### src/design/lcsq_pkg.sv
`default_nettype none

package lcsq_pkg;

    localparam int unsigned COORD_W = 16;
    localparam int unsigned BYTE_W  = 8;
    localparam int unsigned OP_W    = 3;
    localparam int unsigned ROT_W   = 2;
    localparam int unsigned IDX_W   = 4;
    localparam int unsigned CFG_IDX_W = 1;

    // request opcodes
    localparam logic [OP_W-1:0] OP_SET_WINDOW   = 3'd0;
    localparam logic [OP_W-1:0] OP_DRAW_PIXEL   = 3'd1;
    localparam logic [OP_W-1:0] OP_BEGIN_STREAM = 3'd2;
    localparam logic [OP_W-1:0] OP_STREAM_PIXEL = 3'd3;
    localparam logic [OP_W-1:0] OP_SET_ROTATION = 3'd4;

    // configuration register indexes
    localparam logic [CFG_IDX_W-1:0] CFG_COLUMN_OFFSET = 1'd0;
    localparam logic [CFG_IDX_W-1:0] CFG_ROW_OFFSET    = 1'd1;

    // controller commands
    localparam logic [BYTE_W-1:0] CMD_COL_SET    = 8'h2A;
    localparam logic [BYTE_W-1:0] CMD_ROW_SET    = 8'h2B;
    localparam logic [BYTE_W-1:0] CMD_MEM_WRITE  = 8'h2C;
    localparam logic [BYTE_W-1:0] CMD_MEM_ACCESS = 8'h36;

    localparam logic [BYTE_W-1:0] MAD_MY = 8'h80;
    localparam logic [BYTE_W-1:0] MAD_MX = 8'h40;
    localparam logic [BYTE_W-1:0] MAD_MV = 8'h20;

    localparam logic [BYTE_W-1:0] MADCTL_TABLE [4] = '{
        MAD_MX | MAD_MY,
        MAD_MY | MAD_MV,
        8'h00,
        MAD_MX | MAD_MV
    };

    // byte counts of each job kind
    localparam logic [IDX_W-1:0] NB_WINDOW = 4'd10;
    localparam logic [IDX_W-1:0] NB_PIXEL  = 4'd9;
    localparam logic [IDX_W-1:0] NB_BEGIN  = 4'd1;
    localparam logic [IDX_W-1:0] NB_STREAM = 4'd2;
    localparam logic [IDX_W-1:0] NB_ROTATE = 4'd2;

    typedef enum logic [2:0] {
        KIND_WINDOW,
        KIND_PIXEL,
        KIND_BEGIN,
        KIND_STREAM,
        KIND_ROTATE
    } t_kind;

    typedef struct packed {
        logic [OP_W-1:0]    opcode;
        logic [COORD_W-1:0] pos_x;
        logic [COORD_W-1:0] pos_y;
        logic [COORD_W-1:0] area_width;
        logic [COORD_W-1:0] area_height;
        logic [COORD_W-1:0] pixel_color;
        logic               last_pixel;
        logic [ROT_W-1:0]   rotation;
    } t_req;

    typedef struct packed {
        t_kind              kind;
        logic [COORD_W-1:0] xs;
        logic [COORD_W-1:0] xe;
        logic [COORD_W-1:0] ys;
        logic [COORD_W-1:0] ye;
        logic [COORD_W-1:0] color;
        logic               last_pixel;
        logic [BYTE_W-1:0]  madctl;
    } t_job;

    typedef struct packed {
        logic [BYTE_W-1:0] out_byte;
        logic              is_command;
        logic              frame_start;
        logic              frame_end;
        logic              last;
    } t_beat;

endpackage

`default_nettype wire

### src/design/lcd_command_byte_sequencer.sv
`default_nettype none

// Byte sequencer for a serial TFT LCD controller.
// Request channel: i_in_valid / o_in_stall with opcode and operands; a beat is
// taken at a clock edge with valid high and stall low. Stream pixels with no
// open frame and unused opcodes are taken and produce nothing.
// Byte channel: o_out_valid / i_out_stall carrying one link byte per beat with
// its command flag, chip-select frame marks and a last flag on the final byte
// of each request.
// Config: i_cfg_we writes the column offset (index 0) or row offset (index 1).
// With the queue empty, a taken request is written into the queue and its first
// byte is then loaded into the output byte register.
// Throughput: one byte per cycle while i_out_stall is low, set by the single
// output byte register. A request has 1 byte for begin stream, 2 for stream
// pixel and set rotation, 9 for draw pixel, 10 for set window.
// A queue of QUEUE_DEPTH decoded requests lets the request side keep going
// while the byte side is stalled; o_in_stall rises only when that queue fills.
// A stalled byte holds in place. Reset clears the queue, the open-frame flag
// and both offsets.
module lcd_command_byte_sequencer #(
    parameter int unsigned QUEUE_DEPTH = 4
) (
    input  wire logic                                i_clk,
    input  wire logic                                i_rst_n,
    input  wire logic                                i_in_valid,
    output logic                                     o_in_stall,
    input  wire logic [lcsq_pkg::OP_W-1:0]           i_opcode,
    input  wire logic [lcsq_pkg::COORD_W-1:0]        i_pos_x,
    input  wire logic [lcsq_pkg::COORD_W-1:0]        i_pos_y,
    input  wire logic [lcsq_pkg::COORD_W-1:0]        i_area_width,
    input  wire logic [lcsq_pkg::COORD_W-1:0]        i_area_height,
    input  wire logic [lcsq_pkg::COORD_W-1:0]        i_pixel_color,
    input  wire logic                                i_last_pixel,
    input  wire logic [lcsq_pkg::ROT_W-1:0]          i_rotation,
    output logic                                     o_out_valid,
    input  wire logic                                i_out_stall,
    output logic [lcsq_pkg::BYTE_W-1:0]              o_out_byte,
    output logic                                     o_is_command,
    output logic                                     o_frame_start,
    output logic                                     o_frame_end,
    output logic                                     o_last,
    input  wire logic                                i_cfg_we,
    input  wire logic [lcsq_pkg::CFG_IDX_W-1:0]      i_cfg_index,
    input  wire logic [lcsq_pkg::COORD_W-1:0]        i_cfg_data
);

    lcsq_pkg::t_req  req;
    lcsq_pkg::t_job  push_job;
    lcsq_pkg::t_job  head_job;
    lcsq_pkg::t_beat beat;
    logic            push;
    logic            full;
    logic            pop;
    logic            head_valid;

    assign req.opcode      = i_opcode;
    assign req.pos_x       = i_pos_x;
    assign req.pos_y       = i_pos_y;
    assign req.area_width  = i_area_width;
    assign req.area_height = i_area_height;
    assign req.pixel_color = i_pixel_color;
    assign req.last_pixel  = i_last_pixel;
    assign req.rotation    = i_rotation;

    lcsq_front u_front (
        .i_clk       (i_clk),
        .i_rst_n     (i_rst_n),
        .i_in_valid  (i_in_valid),
        .o_in_stall  (o_in_stall),
        .i_req       (req),
        .i_cfg_we    (i_cfg_we),
        .i_cfg_index (i_cfg_index),
        .i_cfg_data  (i_cfg_data),
        .i_full      (full),
        .o_push      (push),
        .o_job       (push_job)
    );

    lcsq_queue #(
        .DEPTH (QUEUE_DEPTH)
    ) u_queue (
        .i_clk        (i_clk),
        .i_rst_n      (i_rst_n),
        .i_push       (push),
        .i_job        (push_job),
        .o_full       (full),
        .i_pop        (pop),
        .o_head_valid (head_valid),
        .o_head       (head_job)
    );

    lcsq_back u_back (
        .i_clk        (i_clk),
        .i_rst_n      (i_rst_n),
        .i_head_valid (head_valid),
        .i_head       (head_job),
        .o_pop        (pop),
        .o_out_valid  (o_out_valid),
        .i_out_stall  (i_out_stall),
        .o_beat       (beat)
    );

    assign o_out_byte    = beat.out_byte;
    assign o_is_command  = beat.is_command;
    assign o_frame_start = beat.frame_start;
    assign o_frame_end   = beat.frame_end;
    assign o_last        = beat.last;

endmodule

`default_nettype wire

### src/design/lcsq_front.sv
`default_nettype none

module lcsq_front (
    input  wire logic                              i_clk,
    input  wire logic                              i_rst_n,
    input  wire logic                              i_in_valid,
    output logic                                   o_in_stall,
    input  wire lcsq_pkg::t_req                    i_req,
    input  wire logic                              i_cfg_we,
    input  wire logic [lcsq_pkg::CFG_IDX_W-1:0]    i_cfg_index,
    input  wire logic [lcsq_pkg::COORD_W-1:0]      i_cfg_data,
    input  wire logic                              i_full,
    output logic                                   o_push,
    output lcsq_pkg::t_job                         o_job
);

    logic [lcsq_pkg::COORD_W-1:0] r_col_off;
    logic [lcsq_pkg::COORD_W-1:0] r_row_off;
    logic                         r_open;
    logic                         n_open;
    logic                         accept;
    logic                         cls_push;
    logic [lcsq_pkg::COORD_W-1:0] xs;
    logic [lcsq_pkg::COORD_W-1:0] ys;

    assign o_in_stall = i_full;
    assign accept     = i_in_valid && !i_full;

    assign xs = lcsq_pkg::COORD_W'(i_req.pos_x + r_col_off);
    assign ys = lcsq_pkg::COORD_W'(i_req.pos_y + r_row_off);

    always_comb begin
        cls_push         = 1'b0;
        n_open           = r_open;
        o_job.kind       = lcsq_pkg::KIND_WINDOW;
        o_job.xs         = xs;
        o_job.xe         = lcsq_pkg::COORD_W'(xs + i_req.area_width - 16'd1);
        o_job.ys         = ys;
        o_job.ye         = lcsq_pkg::COORD_W'(ys + i_req.area_height - 16'd1);
        o_job.color      = i_req.pixel_color;
        o_job.last_pixel = i_req.last_pixel;
        o_job.madctl     = lcsq_pkg::MADCTL_TABLE[i_req.rotation];
        case (i_req.opcode)
            lcsq_pkg::OP_SET_WINDOW: begin
                cls_push = 1'b1;
                n_open   = 1'b0;
            end
            lcsq_pkg::OP_DRAW_PIXEL: begin
                cls_push   = 1'b1;
                n_open     = 1'b0;
                o_job.kind = lcsq_pkg::KIND_PIXEL;
            end
            lcsq_pkg::OP_BEGIN_STREAM: begin
                cls_push   = 1'b1;
                n_open     = 1'b1;
                o_job.kind = lcsq_pkg::KIND_BEGIN;
            end
            lcsq_pkg::OP_STREAM_PIXEL: begin
                // a pixel with no open frame is dropped
                cls_push   = r_open;
                o_job.kind = lcsq_pkg::KIND_STREAM;
                if (r_open && i_req.last_pixel) begin
                    n_open = 1'b0;
                end
            end
            lcsq_pkg::OP_SET_ROTATION: begin
                cls_push   = 1'b1;
                n_open     = 1'b0;
                o_job.kind = lcsq_pkg::KIND_ROTATE;
            end
            default: begin
                cls_push = 1'b0;
            end
        endcase
    end

    assign o_push = accept && cls_push;

    always_ff @(posedge i_clk) begin
        if (!i_rst_n) begin
            r_open    <= 1'b0;
            r_col_off <= '0;
            r_row_off <= '0;
        end else begin
            if (accept) begin
                r_open <= n_open;
            end
            if (i_cfg_we) begin
                case (i_cfg_index)
                    lcsq_pkg::CFG_COLUMN_OFFSET: r_col_off <= i_cfg_data;
                    lcsq_pkg::CFG_ROW_OFFSET:    r_row_off <= i_cfg_data;
                    default: ;
                endcase
            end
        end
    end

    a_drop_closed: assert property (@(posedge i_clk) disable iff (!i_rst_n)
        (accept && i_req.opcode == lcsq_pkg::OP_STREAM_PIXEL && !r_open) |-> !o_push)
        else $error("stream pixel queued with no open frame");

endmodule

`default_nettype wire

### src/design/lcsq_queue.sv
`default_nettype none

module lcsq_queue #(
    parameter int unsigned DEPTH = 4
) (
    input  wire logic            i_clk,
    input  wire logic            i_rst_n,
    input  wire logic            i_push,
    input  wire lcsq_pkg::t_job  i_job,
    output logic                 o_full,
    input  wire logic            i_pop,
    output logic                 o_head_valid,
    output lcsq_pkg::t_job       o_head
);

    localparam int unsigned PTR_W = (DEPTH > 1) ? $clog2(DEPTH) : 1;
    localparam int unsigned CNT_W = $clog2(DEPTH + 1);
    localparam logic [PTR_W-1:0] LAST_PTR = PTR_W'(DEPTH - 1);

    lcsq_pkg::t_job   r_mem [DEPTH];
    logic [PTR_W-1:0] r_wr;
    logic [PTR_W-1:0] r_rd;
    logic [CNT_W-1:0] r_count;

    assign o_full       = (r_count == CNT_W'(DEPTH));
    assign o_head_valid = (r_count != '0);
    assign o_head       = r_mem[r_rd];

    always_ff @(posedge i_clk) begin
        if (i_push) begin
            r_mem[r_wr] <= i_job;
        end
    end

    always_ff @(posedge i_clk) begin
        if (!i_rst_n) begin
            r_wr    <= '0;
            r_rd    <= '0;
            r_count <= '0;
        end else begin
            if (i_push) begin
                r_wr <= (r_wr == LAST_PTR) ? '0 : PTR_W'(r_wr + 1'b1);
            end
            if (i_pop) begin
                r_rd <= (r_rd == LAST_PTR) ? '0 : PTR_W'(r_rd + 1'b1);
            end
            if (i_push && !i_pop) begin
                r_count <= CNT_W'(r_count + 1'b1);
            end else if (!i_push && i_pop) begin
                r_count <= CNT_W'(r_count - 1'b1);
            end
        end
    end

    a_no_overflow: assert property (@(posedge i_clk) disable iff (!i_rst_n)
        o_full |-> !i_push)
        else $error("push into full queue");

    a_no_underflow: assert property (@(posedge i_clk) disable iff (!i_rst_n)
        i_pop |-> o_head_valid)
        else $error("pop from empty queue");

endmodule

`default_nettype wire

### src/design/lcsq_back.sv
`default_nettype none

module lcsq_back (
    input  wire logic            i_clk,
    input  wire logic            i_rst_n,
    input  wire logic            i_head_valid,
    input  wire lcsq_pkg::t_job  i_head,
    output logic                 o_pop,
    output logic                 o_out_valid,
    input  wire logic            i_out_stall,
    output lcsq_pkg::t_beat      o_beat
);

    logic [lcsq_pkg::IDX_W-1:0] r_idx;
    logic                       r_out_valid;
    lcsq_pkg::t_beat            r_beat;
    lcsq_pkg::t_beat            n_beat;
    logic [lcsq_pkg::IDX_W-1:0] nbytes;
    logic                       load;
    logic                       is_last;

    // byte generator for the job at the queue head
    always_comb begin
        n_beat = '0;
        nbytes = lcsq_pkg::NB_BEGIN;
        case (i_head.kind)
            lcsq_pkg::KIND_WINDOW: begin
                nbytes = lcsq_pkg::NB_WINDOW;
                case (r_idx)
                    4'd0: begin
                        n_beat.out_byte    = lcsq_pkg::CMD_COL_SET;
                        n_beat.is_command  = 1'b1;
                        n_beat.frame_start = 1'b1;
                    end
                    4'd1: n_beat.out_byte = i_head.xs[15:8];
                    4'd2: n_beat.out_byte = i_head.xs[7:0];
                    4'd3: n_beat.out_byte = i_head.xe[15:8];
                    4'd4: begin
                        n_beat.out_byte  = i_head.xe[7:0];
                        n_beat.frame_end = 1'b1;
                    end
                    4'd5: begin
                        n_beat.out_byte    = lcsq_pkg::CMD_ROW_SET;
                        n_beat.is_command  = 1'b1;
                        n_beat.frame_start = 1'b1;
                    end
                    4'd6: n_beat.out_byte = i_head.ys[15:8];
                    4'd7: n_beat.out_byte = i_head.ys[7:0];
                    4'd8: n_beat.out_byte = i_head.ye[15:8];
                    default: begin
                        n_beat.out_byte  = i_head.ye[7:0];
                        n_beat.frame_end = 1'b1;
                    end
                endcase
            end
            lcsq_pkg::KIND_PIXEL: begin
                nbytes = lcsq_pkg::NB_PIXEL;
                case (r_idx)
                    4'd0: begin
                        n_beat.out_byte    = lcsq_pkg::CMD_COL_SET;
                        n_beat.is_command  = 1'b1;
                        n_beat.frame_start = 1'b1;
                    end
                    4'd1: n_beat.out_byte = i_head.xs[15:8];
                    4'd2: n_beat.out_byte = i_head.xs[7:0];
                    4'd3: begin
                        n_beat.out_byte   = lcsq_pkg::CMD_ROW_SET;
                        n_beat.is_command = 1'b1;
                    end
                    4'd4: n_beat.out_byte = i_head.ys[15:8];
                    4'd5: n_beat.out_byte = i_head.ys[7:0];
                    4'd6: begin
                        n_beat.out_byte   = lcsq_pkg::CMD_MEM_WRITE;
                        n_beat.is_command = 1'b1;
                    end
                    4'd7: n_beat.out_byte = i_head.color[15:8];
                    default: begin
                        n_beat.out_byte  = i_head.color[7:0];
                        n_beat.frame_end = 1'b1;
                    end
                endcase
            end
            lcsq_pkg::KIND_BEGIN: begin
                nbytes             = lcsq_pkg::NB_BEGIN;
                n_beat.out_byte    = lcsq_pkg::CMD_MEM_WRITE;
                n_beat.is_command  = 1'b1;
                n_beat.frame_start = 1'b1;
            end
            lcsq_pkg::KIND_STREAM: begin
                nbytes = lcsq_pkg::NB_STREAM;
                if (r_idx == '0) begin
                    n_beat.out_byte = i_head.color[15:8];
                end else begin
                    n_beat.out_byte  = i_head.color[7:0];
                    n_beat.frame_end = i_head.last_pixel;
                end
            end
            lcsq_pkg::KIND_ROTATE: begin
                nbytes = lcsq_pkg::NB_ROTATE;
                if (r_idx == '0) begin
                    n_beat.out_byte    = lcsq_pkg::CMD_MEM_ACCESS;
                    n_beat.is_command  = 1'b1;
                    n_beat.frame_start = 1'b1;
                end else begin
                    n_beat.out_byte  = i_head.madctl;
                    n_beat.frame_end = 1'b1;
                end
            end
            default: begin
                nbytes = lcsq_pkg::NB_BEGIN;
            end
        endcase
        is_last     = (r_idx == lcsq_pkg::IDX_W'(nbytes - 1'b1));
        n_beat.last = is_last;
    end

    assign load  = i_head_valid && (!r_out_valid || !i_out_stall);
    assign o_pop = load && is_last;

    assign o_out_valid = r_out_valid;
    assign o_beat      = r_beat;

    always_ff @(posedge i_clk) begin
        if (!i_rst_n) begin
            r_idx       <= '0;
            r_out_valid <= 1'b0;
        end else begin
            if (load) begin
                r_out_valid <= 1'b1;
                r_idx       <= is_last ? '0 : lcsq_pkg::IDX_W'(r_idx + 1'b1);
            end else if (!i_out_stall) begin
                r_out_valid <= 1'b0;
            end
        end
    end

    always_ff @(posedge i_clk) begin
        if (load) begin
            r_beat <= n_beat;
        end
    end

    a_idx_restart: assert property (@(posedge i_clk) disable iff (!i_rst_n)
        o_pop |=> (r_idx == '0))
        else $error("byte index not restarted after job");

    a_job_held: assert property (@(posedge i_clk) disable iff (!i_rst_n)
        (r_idx != '0) |-> i_head_valid)
        else $error("job left the queue mid-sequence");

endmodule

`default_nettype wire

### config.mk
export PLATFORM = sky130hd
export DESIGN_NAME = lcd_command_byte_sequencer
export DESIGN_NICKNAME = d
export VERILOG_FILES = /design/src/design/lcsq_pkg.sv /design/src/design/lcd_command_byte_sequencer.sv /design/src/design/lcsq_front.sv /design/src/design/lcsq_queue.sv /design/src/design/lcsq_back.sv
export SDC_FILE = /design/constraint.sdc
export NUM_CORES = 1
export LEC_CHECK = 0
export BUFFER_PORTS_ARGS = -buffer_cell sky130_fd_sc_hd__clkbuf_2
export CAP_MARGIN = 20
export CELL_PAD_IN_SITES_DETAIL_PLACEMENT = 2
export CELL_PAD_IN_SITES_GLOBAL_PLACEMENT = 2
export CORE_ASPECT_RATIO = 0.8
export CORE_MARGIN = 10
export CORE_UTILIZATION = 44
export DETAILED_ROUTE_END_ITERATION = 16
export GPL_TIMING_DRIVEN = 0
export PLACE_DENSITY = 0.91
export SYNTH_ARGS = -nofsm -noshare
export SYNTH_HDL_FRONTEND = slang
export SYNTH_SLANG_ARGS = --single-unit
### constraint.sdc
create_clock -name i_clk -period 5.6 [get_ports i_clk]
set_input_delay 1.12 -clock i_clk [delete_from_list [all_inputs] [get_ports i_clk]]
set_output_delay 1.12 -clock i_clk [all_outputs]
set_load 0.02 [all_outputs]
[Yosys cells after proc, flatten, opt, wreduce, memory -nomap -nowiden]
Memories as Yosys holds them, arrays and structs flattened. A register that Yosys moved wholly into a read port is not among the register bits.
Cells that the tools add are included.
Widths: inputs -> output; s select.
Storage, ports and cells
  memories: 1
  input port bits: 108
  register bits: 57
  bits in writable memories: 368
Cells by class
  equal/unequal tests: 22
  bitwise operators: 2
  reduce and logical (&&, ||, !) cells: 29
  add/subtract/negate cells: 12
  magnitude comparators: 1
  multiplexer cells: 34
Memories
  u_queue.r_mem: depth 4, bits a word 92, rd ports 1, clocked after memory_dff 1, wr ports 1, line lcsq_queue.sv:20  | lcsq_pkg::t_job r_mem [DEPTH];
Operator list (number)
  $pmux 8 s9: 1
  $add 16x16->16: 4
  $pmux 8 s8: 1
  $pmux 8 s5: 1
  $mux 8: 4
  $sub 16x1->16 const B: 2
  $bmux 8 s2: 1
  $eq 4x3->1 const B: 4
  $reduce_or 8->1: 2
  $eq 3x2->1 const B: 4
  $mux 2: 6
  $pmux 3 s4: 1
  $pmux 4 s3: 1
  $mux 1: 11
  $eq 3x3->1 const B: 3
  $eq 4x2->1 const B: 2
  $pmux 2 s4: 1
  $logic_and 1x1->1: 7
  $eq 3x1->1 const B: 2
  $logic_not 3->1: 2
  $mux 3: 2
  $reduce_bool 3->1: 2
  $reduce_or 3->1: 2
  $logic_not 1->1: 5
  24 further kinds: 29

[Depth between registers and ports, before layout]
Gate-level depths: netlist of the first run.
  depth in word-level cells: 9
  mapped depth: 18

[Hierarchy]
A second synthesis of the first run with hierarchy kept.
Second synthesis, totals
  cells, all modules: 1451
  area, all modules: 20669.8 um^2
By module, submodules not included
  lcsq_queue: cells an instance 524, times used 1, area each 13735.7 um^2
  lcsq_front: cells an instance 665, times used 1, area each 4901.0 um^2
  lcsq_back: cells an instance 262, times used 1, area each 2033.2 um^2

[Worst setup path before layout of the first run]
No wires, ideal clock.
  path kind: input -> register
  start: input i_pos_y[0] in the netlist's numbering
  end: memory u_queue.r_mem[0][40] in the netlist's numbering (data pin)
  slack: 0.930 ns
  buffers on the path: 0
  cell stages on the path: 17
  library setup time: 0.278 ns
  data required time: 5.322 ns
  arrival time: 4.392 ns
  cells stage by stage: ha_1 fa_1 a21o_1 a21o_1 a21oi_1 nor2_1 nor2_1 o21ai_0 xnor2_1 ha_1 inv_1 ha_1 or4_1 o22a_1 a21oi_1 a21oi_1 xnor3_1
RTL lines
  from (decl): line lcd_command_byte_sequencer.sv:29  | input wire logic [lcsq_pkg::COORD_W-1:0] i_pos_y,
  to (decl): line lcsq_queue.sv:20

==> results.toml, run 1 <==
[setup_path]
path_class = "in -> reg"
worstPathMaxFanout = 5
arrival_ns = 5.56
cp-start-kind = "primary input"
cp.required_ns = 5.86
endpoint_kind = "flop"

[die]
dieArea_um2 = 52800
start_util_pct = 44.7
die_y_um = 208
core-area_um2 = 43300
ios = 122
row_count = 68
die_w_um = 255

[logic_synthesis]
syn-num-nets = 1591
ys.flop_type = "edfxtp_1"
synth.top_cell.area_share_pct = 55.8
synthCells = 1379
synthesis.area_um2 = 19400
yosys-top-cells-area = "edfxtp_1 (56%), mux4_2 (10%), ha_1 (6.4%)"
synth_edf_count = 360
yosys_warnings = 0
yosysSeqAreaShare_pct = 60.7
async_flop_share_pct = 0
synth-seq-cells = 407
syn_avg_cell_area_um2 = 14.0
yosys.area.top_type = "edfxtp_1"
ys_types = 69

[cells_and_area]
final_cell_mix = "edfxtp_1 (360), inv_1 (136), clkbuf_2 (121), nand2_1 (112), ha_1 (99)"
nets = 1761
layout_commonest_cell = "edfxtp_1"
drive_above_1_share_pct = 19.2
syn_to_final_growth_pct = 14.5
nFillCells = 4016

[sta]
finalMaxSlewViolations = 0
tightest_slew_ns = 1.12
worst_slack_ns = 0.297
setup_tns_ns = 0
hold_slack_ns = 0.467
relSlewSlack_pct = 25.6
rsz0062_at_grt = "no"
finalSetupViolCount = 0
fin_skew_ns = 0.0208
fmax_ghz = 0.189
fin_crit_sh_pct = 94.7
hold_viol = 0
fin_crit_ns = 5.30

[cts]
cts_tree = "done"
cts_setup_buffers = 0
h-tree-depth = 2
cts_sinks = 407
clk_path_buf_depth = 3
cts_hold_buf = 0
clk_pin_slew_ns = 0.07
cts_buffers = 43
clkLatencyLatePin_ns = 0.57
clk_root_buffer_cell = "clkbuf_16"
cts_resized = 0

[detailed_routing]
wl_per_cell_um = 32.9
dr.pass1.iters = 5
detail-route-antenna-nets = 0
vias = 13427
viasPerCell = 6.27
drc = 0
wirelength_um = 70400
drtIter0Drc = 1449

[placed_design]
place_congestion = 0.884
place_hpwl_um = 50000
post-place-ws_ns = -0.346
io_buffers = 121

[run]
drv_cap = 0

[pwr]
ir_worst_vdd_v = 0.000233
leakage_nw = 8.16
power_density_nw_per_um2 = 442

[global_route]
grt_pass1_vias = 14880
grt_pass1_wl_um = 104000
antenna_found_initial = 3
overflow = 0
grt_max_degree = 59
track_usage_pct = 26.6

[status]
outcome = "finished, final reports clean"

[min_path]
hp-class = "reg -> reg"
state kept, by name, summed over array words and instances (netlist names), 2 cells and up, named ones only:
signal             flops
u_queue.r_count        3
u_queue.r_mem        348
u_queue.r_wr           2
u_queue.r_rd           2
u_front.r_row_off     16
u_back.o_beat         12
u_back.r_idx           4
u_front.r_col_off     16
worst paths after layout:
path | from | endpoint | slack [ns] | cells past startpoint
hold reg to reg | u_front.r_row_off[12]$_SDFFE_PN0P_ | u_front.r_row_off[12]$_SDFFE_PN0P_ | 0.47 | 2
hold / removal | u_front.r_row_off[12]$_SDFFE_PN0P_ | u_front.r_row_off[12]$_SDFFE_PN0P_ | 0.47 | 2
setup / recovery | i_pos_x[0] | u_queue.r_mem[2][71]$_DFFE_PP_ | 0.30 | 19
setup reg to reg | flop | u_queue.r_count[2]$_SDFFE_PN0P_ | 0.43 | 18
cell usage after synthesis (18+ instances only):
cell type  count
o21ai_0       35
nand2_1      112
a21o_1        18
edfxtp_1     360
ha_1          99
clkbuf_1      38
a21oi_1       93
dfxtp_1       47
mux4_2        87
xnor2_1       41
nor2_1        51
xor2_1        22
inv_1        136
logic make-up (layout without fill, tap and decap cells):
logic type	count (synthesis)	in the layout	synth area share (%)
AND/OR/NAND/NOR	266	266	6.47
multiplexers	94	94	10.5
XOR/XNOR	65	65	3.08
adder cells (fa/ha/maj)	104	104	6.92
buffers and inverters	190	392	3.79
flip-flops	407	407	60.7
AO/OA/AOI/OAI	253	253	8.55
other	0	2	0
layout make-up:
| cell class | instances | area, um2 | area share (%) |
|---|---|---|---|
| Antenna cell | 2 | 5.00 | 0.0226 |
| Timing Repair Buffer | 125 | 716 | 3.23 |
| Multi-Input combinational cell | 782 | 6890 | 31.1 |
| Clock buffer | 62 | 1250 | 5.64 |
| Buffer | 53 | 220 | 0.993 |
| Tap cell | 560 | 701 | 3.16 |
| Sequential cell | 407 | 11800 | 53.0 |
| Inverter | 137 | 514 | 2.32 |
| Clock inverter | 15 | 126 | 0.570 |
layer usage:
metal	part of all wire (%)	wire length [um]	up-vias	global-route usage (%)
met5	0.078	55	-	0.571
met3	8.2	5750	150	6.19
met1	38	27000	6992	32.5
met4	3.2	2280	4	8.57
li1	-	-	5549	-
met2	50	35300	732	45.6
power breakdown:
part,internal (W),leakage (nW),switching [W],total (W)
combinational,0.00102,3.82,0.00197,0.00299
sequential,0.00379,3.66,0.000117,0.00390
clock,0.00164,0.675,0.00127,0.00291
critical path, stage by stage:
cell,delay (ns)
clkbuf_2,0.12
ha_1,0.25
fa_1,0.43
a21o_1,0.18
a21oi_1,0.27
o21bai_1,0.14
a21oi_1,0.30
o21ai_0,0.22
xnor2_2,0.31
ha_1,0.30
inv_1,0.06
ha_1,0.32
a21o_1,0.19
a21oi_1,0.22
nand2_1,0.09
a21o_1,0.20
a31o_2,0.24
a21oi_1,0.25
xnor2_1,0.35
through the flow:
| stage | instance area (um2) | util (%) | instances | power [W] |
|---|---|---|---|---|
| 4_1_cts | 22200 | 51.2 | 2141 | 0.00975 |
| 6_report | 22200 | 51.2 | 2143 | 0.00980 |
| 3_5_place_dp | 20800 | 48.0 | 2064 | 0.00682 |
| 3_3_place_gp | 20700 | 47.7 | 2060 | 0.00647 |
| 2_1_floorplan | 19400 | - | 1379 | 0.00568 |
| 5_1_grt | 22200 | 51.2 | 2141 | 0.0101 |
(Power assumes the default switching activity.)
==> inputs of run 2 (changes only) <==
--- a/config.mk
+++ b/config.mk
@@ -11,10 +11,10 @@
 export CELL_PAD_IN_SITES_GLOBAL_PLACEMENT = 2
 export CORE_ASPECT_RATIO = 0.8
 export CORE_MARGIN = 10
-export CORE_UTILIZATION = 44
+export CORE_UTILIZATION = 47
 export DETAILED_ROUTE_END_ITERATION = 16
 export GPL_TIMING_DRIVEN = 0
-export PLACE_DENSITY = 0.91
+export PLACE_DENSITY = 0.95
 export SYNTH_ARGS = -nofsm -noshare
 export SYNTH_HDL_FRONTEND = slang
 export SYNTH_SLANG_ARGS = --single-unit
==> constraint.sdc (replaced) <==
create_clock -name i_clk -period 6.7 [get_ports i_clk]
set_input_delay 1.34 -clock i_clk [delete_from_list [all_inputs] [get_ports i_clk]]
set_output_delay 1.34 -clock i_clk [all_outputs]
set_load 0.02 [all_outputs]
==> run 2 against run 1 <==
Routed wire length rose by 8.6%. Design area fell by 0.55%. Clock power fell by 20%. Largest power group unchanged. Hold slack improved by 0.0072 ns. Via count rose by 3.1%. Non-clock buffer count did not move.
==> results.toml, run 2 (same netlist as run 1, synthesis figures left out) <==
[detailed_routing]
drc = 0
drtIter0Drc = 1662
viasPerCell = 6.51
detail-route-antenna-nets = 0
wl_per_cell_um = 36.0
wirelength_um = 76500
vias = 13840
dr.pass1.iters = 8

[cts]
clk_pin_slew_ns = 0.06
cts_resized = 0
cts_buffers = 42
clkLatencyLatePin_ns = 0.58
cts_hold_buf = 0
cts_setup_buffers = 0
cts_tree = "done"
h-tree-depth = 2
clk_root_buffer_cell = "clkbuf_16"
cts_sinks = 407
clk_path_buf_depth = 3

[pwr]
ir_worst_vdd_v = 0.000171
leakage_nw = 8.11
totalPowerFinal_w = 0.00819
power_density_nw_per_um2 = 371

[global_route]
grt_pass1_vias = 15349
antenna_found_initial = 3
grt_pass1_wl_um = 111000
track_usage_pct = 30.5
grt_max_degree = 61
overflow = 0

[run]
drv_cap = 0

[min_path]
hp-class = "reg -> reg"

[cells_and_area]
seqCellArea_um2 = 11800
nets = 1760
drive_above_1_share_pct = 18.9
utilization_pct = 54.2
layout_commonest_cell = "edfxtp_1"
final_cell_mix = "edfxtp_1 (360), inv_1 (136), clkbuf_2 (121), nand2_1 (112), ha_1 (99)"
largest_reg_flops = 348
top_regs = "u_queue.r_mem: 348 flops, u_front.r_col_off: 16 flops, u_front.r_row_off: 16 flops"
syn_to_final_growth_pct = 13.9
nFillCells = 3725
fin_area_um2 = 22100
top_register = "u_queue.r_mem"
multiInputGateArea_um2 = 6880

[sta]
hold_viol = 0
finalSetupViolCount = 0
fin_skew_ns = 0.0266
tightest_slew_ns = 1.16
rsz0062_at_grt = "no"
fin_crit_sh_pct = 86.0
fin_crit_ns = 5.76
fmax_ghz = 0.174
setup_tns_ns = 0
finalMaxSlewViolations = 0
relSlewSlack_pct = 22.7

[die]
ios = 122
core-area_um2 = 40700
die_w_um = 247
row_count = 66
dieArea_um2 = 49800
start_util_pct = 47.6
die_y_um = 202

[status]
outcome = "finished, final reports clean"

[placed_design]
place_congestion = 0.884
io_buffers = 121
placed_area_um2 = 20800
place_hpwl_um = 54500

[setup_path]
cp-start-kind = "primary input"
path_class = "in -> reg"
cp.required_ns = 6.96
worstPathMaxFanout = 5
endpoint_kind = "flop"
arrival_ns = 6.02
## run 2: worst max-delay path: stages
cell	delay (ns)
clkbuf_2	0.09
ha_1	0.23
fa_1	0.44
a21o_1	0.18
a21oi_1	0.25
o21bai_1	0.13
a21oi_1	0.31
o21ai_0	0.19
xnor2_1	0.53
ha_1	0.36
inv_1	0.08
ha_1	0.32
a21o_1	0.24
a21oi_1	0.24
nand2_1	0.11
a21o_1	0.20
a31o_2	0.24
a21oi_1	0.17
xnor2_1	0.35
## run 2: path summary, 6_finish.rpt
path	end	cells after the start	slack, ns	from
setup / recovery	u_queue.r_mem[1][71]$_DFFE_PP_	19	0.94	i_pos_x[0]
hold / removal	u_front.r_col_off[2]$_SDFFE_PN0P_	2	0.47	u_front.r_col_off[2]$_SDFFE_PN0P_
setup reg to reg	u_queue.r_count[2]$_SDFFE_PN0P_	18	1.42	flop
hold reg to reg	u_front.r_col_off[2]$_SDFFE_PN0P_	2	0.47	u_front.r_col_off[2]$_SDFFE_PN0P_
## run 2: metal layers
metal	track usage (%)	vias to the layer above	share of wire [%]
li1	-	5529	-
met1	35.9	7224	37
met2	52.0	838	50
met3	7.28	245	8.3
met4	13.7	4	5.0
met5	0	-	0.039
## run 2: cell type report
| cell class | count | area share, % |
|---|---|---|
| clock inverters | 17 | 0.380 |
| multi-input cells | 782 | 31.2 |
| flip-flops and latches | 407 | 53.3 |
| inverters | 137 | 2.33 |
| clock buffers | 59 | 5.44 |
| well taps | 544 | 3.09 |
| diodes | 2 | 0.0227 |
| repair buffers | 125 | 3.25 |
| plain buffers | 53 | 0.999 |
## run 2: stage by stage
stage          cells  hold WS, ns  worst slack (ns)
3_5_place_dp    2048        0.458             0.577
4_1_cts         2124        0.472              1.15
5_1_grt         2124        0.511             0.770
2_1_floorplan   1379        0.440              1.81
6_report        2126        0.474             0.937
3_3_place_gp    2044        0.450             0.395
## run 2: where the power goes
| part | leakage [nW] | switching [W] | internal [W] |
|---|---|---|---|
| Combinational | 3.82 | 0.00174 | 0.000852 |
| Sequential | 3.66 | 0.000111 | 0.00317 |
| Clock | 0.630 | 0.00107 | 0.00125 |
| Total | 8.11 | 0.00292 | 0.00527 |
